==> config.mk <==
export PLATFORM = sky130hd
export DESIGN_NAME = rau_queue
export DESIGN_NICKNAME = d
export VERILOG_FILES = /design/src/sv/rau_pkg.sv /design/src/sv/rau_queue.sv
export SDC_FILE = /design/constraint.sdc
export NUM_CORES = 1
export LEC_CHECK = 0
export ABC_AREA = 1
export BUFFER_PORTS_ARGS = -buffer_cell sky130_fd_sc_hd__buf_2
export CAP_MARGIN = 20
export CORE_ASPECT_RATIO = 0.5
export CORE_MARGIN = 1
export CORE_UTILIZATION = 46
export CTS_BUF_LIST = sky130_fd_sc_hd__clkbuf_4 sky130_fd_sc_hd__clkbuf_8
export DETAILED_ROUTE_END_ITERATION = 7
export HOLD_SLACK_MARGIN = 0.15
export PLACE_DENSITY = 0.8
export SLEW_MARGIN = 20
export SYNTH_ARGS = -nofsm -noshare
export SYNTH_HDL_FRONTEND = slang
export SYNTH_SLANG_ARGS = --single-unit
==> constraint.sdc <==
create_clock -name clk -period 15.3 [get_ports clk]
set_clock_uncertainty 0.1 [all_clocks]
set_input_delay 2.295 -clock clk [delete_from_list [all_inputs] [get_ports clk]]
set_output_delay 2.295 -clock clk [all_outputs]
set_load 0.03 [all_outputs]
==> src/sv/rau_pkg.sv <==
// ----------------------------------------------------------------------------
// rau_pkg
// Shared types and codes for the rational arithmetic unit.
// ----------------------------------------------------------------------------
package rau_pkg;

  localparam logic [2:0] MODE_ADD = 3'd0;
  localparam logic [2:0] MODE_SUB = 3'd1;
  localparam logic [2:0] MODE_MUL = 3'd2;
  localparam logic [2:0] MODE_DIV = 3'd3;

  localparam logic [1:0] ORD_LT = 2'd0;
  localparam logic [1:0] ORD_EQ = 2'd1;
  localparam logic [1:0] ORD_GT = 2'd2;

  localparam logic [1:0] ST_OK   = 2'd0;
  localparam logic [1:0] ST_ZDEN = 2'd1;
  localparam logic [1:0] ST_DIV0 = 2'd2;
  localparam logic [1:0] ST_OVF  = 2'd3;

  // classified word passed from front to back
  typedef struct packed {
    logic [2:0]  mode;
    logic [31:0] na;
    logic [31:0] da;
    logic [31:0] nb;
    logic [31:0] db;
    logic        sa;
    logic        sb;
    logic        early;   // result known without arithmetic
    logic [1:0]  early_st;
  } task_t;

  function automatic logic [31:0] mag32(input logic [31:0] v);
    return v[31] ? (~v + 32'd1) : v;
  endfunction

endpackage

==> src/sv/rau_queue.sv <==
// ----------------------------------------------------------------------------
// rau_queue
// Two-entry queue between front and back.
// ----------------------------------------------------------------------------
module rau_queue (
  input  logic           clk,
  input  logic           rst,
  input  logic           i_valid,
  output logic           i_stall,
  input  rau_pkg::task_t i_word,
  output logic           o_valid,
  input  logic           o_stall,
  output rau_pkg::task_t o_word
);

  rau_pkg::task_t mem [2];
  logic           wp, rp;
  logic [1:0]     cnt;
  logic           push, pop;

  assign i_stall = (cnt == 2'd2);
  assign o_valid = (cnt != 2'd0);
  assign o_word  = mem[rp];
  assign push    = i_valid && !i_stall;
  assign pop     = o_valid && !o_stall;

  always_ff @(posedge clk) begin
    if (rst) begin
      wp <= 1'b0;
      rp <= 1'b0;
      cnt <= 2'd0;
    end else begin
      if (push) wp <= ~wp;
      if (pop) rp <= ~rp;
      cnt <= cnt + {1'b0, push} - {1'b0, pop};
    end
    if (push) mem[wp] <= i_word;
  end

  a_cnt: assert property (@(posedge clk) disable iff (rst) cnt <= 2'd2)
    else $error("queue count overflow");
  a_nopop: assert property (@(posedge clk) disable iff (rst)
    (cnt == 2'd0) |-> !pop) else $error("pop from empty queue");
  a_wrap: assert property (@(posedge clk) disable iff (rst)
    (cnt == 2'd0 || cnt == 2'd2) |-> (wp == rp)) else $error("pointer mismatch");

endmodule

# Word-level counts from Yosys, hierarchy flattened
# Memory sizes are Yosys's and may differ from the RTL's. A register that Yosys moved wholly into a read port is not among the register bits.
# Index checks and enable logic that the tools add are counted.
[totals] register_bits=4 latch_bits=0 ramBits=272 mem_bits_ro=0 inputBits=140 output_inout_bits=138 elab_cells=18 mem_count=1
[mem_list] name="mem" words=2 word_bits=136 rd=1 rd_ports_with_merged_regs=1 wr=1 line_no="rau_queue.sv:16" text="rau_pkg::task_t mem [2];"
[op_classes] add_sub_neg=2 mul=0 div_mod_pow=0 order_cmp=0 eq_ne=1 n_shift=0 muxes=4 bitwise_logic=2 reduce_logical=5
[ops] cell="two-way mux 1 bit" n=4
[ops] cell="adder 2 x 1 -> 2 bit" n=1
[ops] cell="== test 2 bit, second input constant" n=1
[ops] cell="logical AND 1 bit" n=2
[ops] cell="zero test 1 bit" n=2
[ops] cell="inverter 1 bit" n=2
[ops] cell="nonzero test 2 bit" n=1
[ops] cell="subtractor 2 x 1 -> 2 bit" n=1

# Longest topological paths before layout
[depth] ltp_word=5 depth_mapped=11 mapped_depth_nobuf=11

# Least setup slack after synthesis
# OpenSTA, ideal clock, no wires.
[synth_path] kind="input to register" from="in i_valid" to="mem mem[0][0] (netlist bit), enable pin" setup_ps=632 arrival_ps=8012 required_time_ps=14568 slack_ps=6556 path_stages=2 n_path_buf=0 path_cell_list="nand2_1 -> nor2_1"
[synth_via] elab_chain_len=3
[synth_rtl] element="start: declaration" line_no="rau_queue.sv:8" text="input logic i_valid,"
[synth_rtl] element="logical AND 1 bit" line_no="rau_queue.sv:24" text="assign push = i_valid && !i_stall;"
[synth_rtl] element="two-way mux 1 bit" line_no="rau_queue.sv:37" text="if (push) mem[wp] <= i_word;"
[synth_rtl] element="two-way mux 1 bit (not written as such)" line_no="rau_queue.sv:37"
[synth_rtl] element="end: declaration" line_no="rau_queue.sv:16"
# No other way between the ends.

==> impl_metrics.yaml <==
power_and_ir_drop:
  power.total_mw: 2.19
  p_leak_nw: 4.82
  peakVddDrop_mv: 0.142
  power_density_nw_per_um2: 173
status:
  status: "completed"
clock_network:
  root_buffer: "clkbuf_8"
  ctsHoldBuffers: 0
  cts.path.max_buffers: 3
  clock_latency_ps: 520
  cts_resized: 0
  post_cts_buffers: 0
  numCtsBuffers: 40
  cts_tree: "done"
  htreeDepth: 2
  numClockSinks: 277
  clk_pin_slew_ps: 60
synth:
  synth_seq_cells: 277
  synth_top_area_share_pct: 80.0
  synth_nets: 603
  synth_edf_count: 272
  yosysUniqueCellTypes: 12
  synth_common_cells: "edfxtp_1 (272), mux2_2 (96), mux2_4 (40)"
  yosysWarnings: 0
  synth_ff_type: "edfxtp_1"
  synthCells: 461
  seq_area_frac_synth_pct: 81.0
  synth_most_common_cell: "edfxtp_1"
  synth_area_um2: 10200
  ys_top_cells_by_area: "edfxtp_1 (80%), mux2_2 (11%), mux2_4 (5.9%)"
  synth.largest_area_cell: "edfxtp_1"
  avgSynthCellArea_um2: 22.1
  async_flop_share_pct: 0
timing:
  fmax_mhz: 181
  hold_viol_final: 0
  finalSetupTns_ps: 0
  whs_ps: 415
  rsz0062_at_grt: "no"
  setup_viol: 0
  period_needed_ps: 5520
  finalCritPeriodShare_pct: 36.1
  slew_headroom_pct: 32.0
  worst_slew_pin_slew_ps: 1020
  slew_violations: 0
floorplanning:
  die_y_um: 107
  initial_core_util_pct: 47.0
  coreArea_um2: 21700
  die_area_um2: 22800
  die_x_um: 213
  rows: 38
  io-pin-count: 278
finish:
  syn_to_final_growth_pct: 23.8
  fin_util_pct: 58.2
  final_nets: 911
  drive_gt1_share_pct: 60.3
  stdcell_area_um2: 12600
critical_path:
  path_max_fanout: 69
  worstPathCellList: "buf_4 > mux2_2 > buf_2"
  slowest_stage: "dfxtp_4"
  crit_type: "register to output pin"
  worstPathArrival_ps: 3130
  cp.required_ps: 12900
  endpoint_kind: "output pin"
  critPathLaunchType: "register"
  slowest_delay_ps: 1000
global_route:
  grt_first_pass_wirelength_um: 29200
  grt_overflow: 0
  antenna_found_initial: 5
  groute.usage.overall_pct: 17.2
  grt_max_degree: 72
  grt_pass1_vias: 5613
route:
  route.vias.total: 5248
  antenna_left: 0
  dr.pass1.iters: 6
  wl_um: 20400
  first_iter_violations: 390
  avgViaCountPerCell: 4.79
  drc_errors: 0
  wire_per_inst_um: 18.7
worst_hold_path:
  min_path_type: "register to register"
placement:
  hpwlAfterDp_um: 13400
  globalplace.congestion: 0.804
  portBuffers: 277
  dpl_cell_area_um2: 11900
job:
  cap_violations: 0
## power breakdown
group / internal (mW) / total [mW] / switching, mW
clock network: 0.286 / 0.551 / 0.265
registers: 0.962 / 1.01 / 0.0499
logic: 0.223 / 0.625 / 0.402
## stage by stage
stage	setup WS, ps	std cells
after floorplan	6560	461
after global routing	9550	1095
after global placement	10340	1027
final	9780	1095
after detailed placement	10280	1027
after CTS	9710	1091
## worst max-delay path: cells and delay by family, from the launching register on
| family | cells | cell delay (ps) |
|---|---|---|
| muxes | 1 | 430 |
| buffers and inverters | 2 | 1070 |
| DFF | 1 | 1000 |
## flip-flops by register name (all words and copies together), names as in the netlist, named ones only
name and count:
mem 272, cnt 2, rp 1, wp 1
## path summary, 6_finish.rpt
path         startpoint    endpoint  slack (ps)  depth (start not counted)
max            register   o_word[4]        9780                          3
min reg2reg          rp          rp         410                          2
max reg2reg      cnt[0]  mem[1][82]       12630                          5
min                  rp          rp         410                          2
## area by class of cell
cell class / instances / area [um2]
sequential: 277 / 8270
clock inverter: 13 / 87.6
timing repair buffer: 281 / 1420
multi-input combinational: 160 / 1800
clock buffer: 51 / 633
antenna: 4 / 10.0
inverter: 9 / 38.8
tap: 300 / 375
fill: 1702 / 9090
## cells in the final DEF, fill, tap and decap left out, types with 7 or more instances in the layout
cell	Yosys	routed
buf_2	9	277
edfxtp_1	272	272
mux2_2	96	96
mux2_4	40	40
clkbuf_8	0	40
clkbuf_4	0	11
nor2_1	9	8
inv_1	9	8
nand2_1	8	8
clkinv_1	0	7
## routing by layer
layer / routed length (um) / GRT usage [%] / share of wire (%) / vias up
li1: - / - / - / 2431
met1: 7620 / 18.6 / 37 / 2627
met2: 11300 / 31.4 / 55 / 132
met3: 830 / 4.32 / 4.1 / 56
met4: 688 / 8.99 / 3.4 / 2
met5: 13 / 0 / 0.064 / -
## logic make-up after synthesis
| logic type | synth area share, % |
|---|---|
| AO/OA/AOI/OAI | 0.0980 |
| multiplexers | 16.5 |
| adder cells (fa/ha/maj) | 0.245 |
| buffers and inverters | 1.43 |
| AND/OR/NAND/NOR | 0.772 |
| flip-flops | 81.0 |
Note: power is estimated with default switching activity, not from simulation.
