## config.mk

```make
export PLATFORM = sky130hd
export DESIGN_NAME = rau_front
export DESIGN_NICKNAME = d
export VERILOG_FILES = /design/src/sv/rau_pkg.sv /design/src/sv/rau_front.sv
export SDC_FILE = /design/constraint.sdc
export NUM_CORES = 1
export LEC_CHECK = 0
export BUFFER_PORTS_ARGS = -buffer_cell sky130_fd_sc_hd__clkbuf_2
export CAP_MARGIN = 20
export CORE_MARGIN = 8
export CORE_UTILIZATION = 52
export CTS_CLUSTER_SIZE = 14
export DETAILED_ROUTE_END_ITERATION = 10
export GPL_TIMING_DRIVEN = 0
export PLACE_DENSITY = 0.79
export SYNTH_ARGS = -nofsm -noshare
export SYNTH_HDL_FRONTEND = slang
export SYNTH_SLANG_ARGS = --single-unit
```

## constraint.sdc

```tcl
create_clock -name clk -period 11.1 [get_ports clk]
set_input_delay 1.665 -clock clk [delete_from_list [all_inputs] [get_ports clk]]
set_output_delay 1.665 -clock clk [all_outputs]
set_load 0.1 [all_outputs]
```

## src/sv/rau_pkg.sv

```systemverilog
// ----------------------------------------------------------------------------
// rau_pkg
// Shared types and codes for the rational arithmetic unit.
// ----------------------------------------------------------------------------
package rau_pkg;

  localparam logic [2:0] MODE_ADD = 3'd0;
  localparam logic [2:0] MODE_SUB = 3'd1;
  localparam logic [2:0] MODE_MUL = 3'd2;
  localparam logic [2:0] MODE_DIV = 3'd3;

  localparam logic [1:0] ORD_LT = 2'd0;
  localparam logic [1:0] ORD_EQ = 2'd1;
  localparam logic [1:0] ORD_GT = 2'd2;

  localparam logic [1:0] ST_OK   = 2'd0;
  localparam logic [1:0] ST_ZDEN = 2'd1;
  localparam logic [1:0] ST_DIV0 = 2'd2;
  localparam logic [1:0] ST_OVF  = 2'd3;

  // classified word passed from front to back
  typedef struct packed {
    logic [2:0]  mode;
    logic [31:0] na;
    logic [31:0] da;
    logic [31:0] nb;
    logic [31:0] db;
    logic        sa;
    logic        sb;
    logic        early;   // result known without arithmetic
    logic [1:0]  early_st;
  } task_t;

  function automatic logic [31:0] mag32(input logic [31:0] v);
    return v[31] ? (~v + 32'd1) : v;
  endfunction

endpackage

```

## src/sv/rau_front.sv

```systemverilog
// ----------------------------------------------------------------------------
// rau_front
// Takes input words, forms magnitudes and signs, flags early errors.
// ----------------------------------------------------------------------------
module rau_front (
  input  logic                clk,
  input  logic                rst,
  input  logic                in_valid,
  output logic                in_stall,
  input  logic [2:0]          mode,
  input  logic signed [31:0]  a_numerator,
  input  logic signed [31:0]  a_denominator,
  input  logic signed [31:0]  b_numerator,
  input  logic signed [31:0]  b_denominator,
  output logic                t_valid,
  input  logic                t_stall,
  output rau_pkg::task_t      t_word
);

  rau_pkg::task_t w;
  logic           full;

  always_comb begin
    w.mode = mode;
    w.na = rau_pkg::mag32(a_numerator);
    w.da = rau_pkg::mag32(a_denominator);
    w.nb = rau_pkg::mag32(b_numerator);
    w.db = rau_pkg::mag32(b_denominator);
    w.sa = (w.na != 32'd0) && (a_numerator[31] != a_denominator[31]);
    w.sb = (w.nb != 32'd0) && (b_numerator[31] != b_denominator[31]);
    w.early = 1'b0;
    w.early_st = rau_pkg::ST_OK;
    if (w.da == 32'd0 || w.db == 32'd0) begin
      w.early = 1'b1;
      w.early_st = rau_pkg::ST_ZDEN;
    end else if (mode == rau_pkg::MODE_DIV && w.nb == 32'd0) begin
      w.early = 1'b1;
      w.early_st = rau_pkg::ST_DIV0;
    end
  end

  assign in_stall = full && t_stall;
  assign t_valid  = full;

  always_ff @(posedge clk) begin
    if (rst) begin
      full <= 1'b0;
    end else if (!in_stall) begin
      full <= in_valid;
    end
    if (!in_stall && in_valid) begin
      t_word <= w;
    end
  end

endmodule

```

# Word level (Yosys, flattened, before mapping)
# Cells that the tools add are included.
word_totals:
  register_bits: 137
  in_bits: 135
  output_inout_bits: 138
  wordCells: 38
classes:
  add_sub_neg: 4
  eq_ne: 3
  mux: 5
  bitwise_logic: 4
  n_reduce_logical: 12
op_table:
  columns: ["op", "n"]
  rows:
  - ["$add 32x1->32 const B", 4]
  - ["$mux 32", 4]
  - ["$not 32->32", 4]
  - ["$logic_not 32->1", 3]
  - ["$reduce_bool 32->1", 2]
  - ["$logic_and 1x1->1", 5]
  - ["$eq 3x2->1 const B", 1]
  - ["$mux 3", 1]
  - ["$ne 1x1->1", 2]
  - ["$logic_not 1->1", 1]
  - ["$logic_or 1x1->1", 1]

# Depth between registers and ports, before layout
logic_depth:
  depth_word: 6
  ltp_mapped: 11

# Worst setup path before layout
# Ideal clock, no wire load.
synth_timing:
  path_type: "input-to-reg"
  from: "input t_stall"
  to: "register t_word[0] in the netlist's numbering (enable)"
  setup_time_ns: 0.646
  arrival_time_ns: 8.280
  setup_slack_ns: 2.174
  stages: 2
  cell_sequence: "and2_1 -> nor2b_1"
synth_via:
  elab_chain_len: 3
synth_lines:
  columns: ["item", "line", "text"]
  rows:
  - ["from (decl)", "rau_front.sv:16", "input logic t_stall,"]
  - ["$logic_and 1x1->1", "rau_front.sv:42", "assign in_stall = full && t_stall;"]
  - ["$logic_not 1->1", "rau_front.sv:51", "if (!in_stall && in_valid) begin"]
  - ["$logic_and 1x1->1", "rau_front.sv:51", null]
  - ["to (signal assigned)", "rau_front.sv:52", "t_word <= w;"]
  - ["to (decl)", "rau_front.sv:17", "output rau_pkg::task_t t_word"]
# No other way between the ends.
# A chain may end at the register's enable or synchronous reset.

# Final worst setup path
layout_timing:
  from: "input a_denominator[0]"
  to: "register t_word[1] in the netlist's numbering (data pin)"
layout_via:
  elab_chain_len: 5
layout_lines:
  columns: ["item", "line", "text"]
  rows:
  - ["from (decl)", "rau_front.sv:12", "input logic signed [31:0] a_denominator,"]
  - ["$not 32->32", "rau_pkg.sv:35", "return v[31] ? (~v + 32'd1) : v;"]
  - ["$add 32x1->32", "rau_pkg.sv:35", null]
  - ["$mux 32 (*)", "rau_pkg.sv:35", null]
  - ["$logic_not 32->1 (*)", "rau_front.sv:33", "if (w.da == 32'd0 || w.db == 32'd0) begin"]
  - ["$logic_or 1x1->1 (*)", "rau_front.sv:33", null]
# Mark *: on every way between the ends. The rest lies on a longest branch, timed or not.

==> metrics.md <==
| Metric | Value |
|---|---|
| VDD IR max | 0.0973 mV |
| WHS Endpoint | t_valid |
| Seq/Total Area, Yosys | 49.4% |
| Via count | 7,509 |
| # setup viols final | 0 |
| Crit path capture type | flip-flop |
| Outcome | completed |
| Main synth FF type | edfxtp_1 |
| Crit path DAT | 4690 ps |
| CP Depth | 12 |
| PostCTS Resize Cnt | 0 |
| First-pass GRT wire length | 37,300 um |
| Max_slew headroom | 48.3% |
| Worst path most repeated cell | nor4_1 |
| Mapped Cells | 782 |
| Antenna violations before repair | 0 |
| Layout cell share with drive strength beyond 1 | 31.1% |
| Worst-Margin Slew | 769 ps |
| Fin. Hold Viols | 0 |
| Overall Global Routing Usage | 23.5% |
| Synth cell count leaders | edfxtp_1, xnor2_1, nand2_1 |
| CP top delay family | simple AND/OR/NAND/NOR gates |
| Worst path max stage delay | 630 ps |
| Die X | 142 um |
| Setup TNS | 0 ps |
| Post-place setup slack | 6350 ps |
| Max Slew Vio Count | 0 |
| Post-route core utilization | 67.2% |
| Diode count | 0 |
| GR Overflow Total | 0 |
| I/O Buffers | 257 |
| IO Count | 273 |
| Chip height | 142 um |
| Vias per Instance | 5.82 |
| Worst EP required | 11,270 ps |
| Leak Pwr | 3.97 nW |
| Crit Path Class | input pin to flip-flop |
| Post-synth EDFFs | 136 |
| FF+latch area | 4100 sq um |
| Area occupied by multi-input gates | 3990 sq um |
| Cell Chain, Critical Path | clkbuf_2 > inv_1 > ha_1 > nor4b_4 > nand4_1 > nor4_1 > nand2b_1 > a32oi_1 > nor4_1 > and4b_1 > o2bb2ai_2 > nor2_2 |
| Clock Skew | 7.79 ps |
| Max-cap violation count | 0 |
| PwrDens | 167 nW/um^2 |
| Fmax | 221 MHz |
| CP Buf/Inv Count | 2 |
| GP Congestion | 0.902 |
| Synth top area share | 49.2% |
| Num rows | 46 |
| Clock Sinks | 137 |
| Vias in the first global route | 7,078 |
| Post-DP HPWL | 19,200 um |
| Largest net degree at the start of global routing | 37 |
| Setup Fix Bufs, Post-CTS | 0 |
| Area delta synth->final | 27.7% |
| R2R Setup Slk | 9250 ps |
| Iter 0 DRT Violations | 697 |
| Mean Syn Cell Area | 10.6 sq um |
| Post-route setup slack | 6580 ps |
| Final nets | 1,201 |
| Drt wl/cell | 18.9 um |
| Synth warn | 0 |
| #FFs+latches synth | 137 |
| Path depth of the worst reg2reg path | 4 |
| Hold_buf cts | 0 |
| CTS tree | built |
| Cell variety after synth | 68 |
| Initial core utilization | 52.7% |
| ANT nets after route | 0 |
| Reg2reg end | t_word[41] |
| Asr flop ratio synth | 0% |
| Post-Syn Area | 8310 sq um |
| CP max-delay cell | nor4_1 |
| Core area | 15,800 sq um |
| Syn nets | 921 |
| Fin cells | 1,291 |
| # DRC | 0 |
| Clock buffer count from CTS | 17 |
| Post-Route WL | 24,400 um |
| Top-count cell post-synth | edfxtp_1 |
| Die area | 20,300 sq um |
| Final worst path period need | 4520 ps |
| Period utilization | 40.7% |
| Yosys top cell by area | edfxtp_1 |
| Worst Hold Depth | 3 |
| Placed insts | 1,259 |
| Clock Latency Late Sink | 420 ps |
| Ranking of synthesized cells by area | edfxtp_1, xnor2_1, nand2_1, o21ai_0, o31ai_1 |
| Maximum fanout along the worst path | 7 |
| Hold WC Path Type | flip-flop to flip-flop |
| Worst reg2reg path startpoint | t_valid |
| First drt pass iteration count | 6 |
| Fill cells | 1,277 |
| H-tree levels | 4 |
| Fin Hold WS | 700 ps |
| Hold_sp | t_valid |
| Clock buffer depth | 2 |
| CTS clk-pin slew, worst paths | 60 ps |
| RSZ-0062 raised after global routing | false |
| Critical path launch point type | input pin |
| CTS root buf | clkbuf_16 |
-- sequential cells by signal, summed over array words and instances, names as in the netlist --
signal / flops
t_word: 136
t_valid: 1
-- area by class of cell --
type	instances	area share, %
plain buffers	40	1.53
clock buffers	21	4.25
clock inverters	11	1.84
inverters	16	0.566
multi-input cells	589	37.6
flip-flops and latches	137	38.7
well taps	216	2.55
repair buffers	261	13.0
-- worst max-delay path by stage --
stage | from | end
floorplan | t_stall | t_word[0]
global placement | t_stall | t_word[42]
detailed placement | a_denominator[0] | t_word[1]
CTS | a_denominator[0] | t_word[1]
global route | a_denominator[1] | t_word[1]
finish | a_denominator[0] | t_word[1]
-- where the power goes --
| group | total, mW | switching (mW) | internal [mW] |
|---|---|---|---|
| clock | 0.619 | 0.214 | 0.405 |
| sequential | 0.634 | 0.0108 | 0.623 |
| combinational | 0.517 | 0.419 | 0.0980 |
-- layer usage --
metal  vias to the layer above  track usage [%]  wire, um
li1                       3579                -         -
met3                        53             5.90      2350
met2                       394             37.7     11300
met4                         0             10.2       726
met5                         -                0         0
met1                      3483             29.7      9970
-- cell families after synthesis --
family	count (synthesis)	share of synthesized area (%)
AOI/OAI and AO/OA	154	12.5
xor gates and xnor gates	118	12.4
adders and majority gates	4	0.602
buffers and inverters	56	2.68
DFF	137	49.4
muxes	2	0.271
and+or+nand+nor	311	22.1
-- placed cells by master, fill, tap and decap left out, drive strengths merged, types with 5 or more instances in the layout --
master / count
and4: 5
xnor2: 109
or2: 5
nor2: 47
a21oi: 16
o41ai: 14
nor3: 33
nand3: 18
edfxtp: 136
buf: 15
nand2b: 14
clkbuf: 307
or4: 19
nor4: 35
nor3b: 6
xor2: 9
a32oi: 6
o21ai: 51
or3: 17
nand2: 70
bufinv: 5
o31ai: 28
inv: 18
a31oi: 13
nand4: 17
-- worst reg2reg max path: stages, from the launching register on --
cell     delay (ps)
dfxtp_1         300
and2_1          180
nor2b_4         490
buf_12          290
buf_12          270
-- stage by stage --
| stage | total power, mW | cell area, sq um |
|---|---|---|
| final | 1.77 | 10600 |
| after global routing | 1.82 | 10600 |
| after CTS | 1.78 | 10600 |
| after detailed placement | 1.16 | 9960 |
| after global placement | 1.16 | 9860 |
| after floorplan | 1.05 | 8310 |
Note: power is estimated with default switching activity, not from simulation.
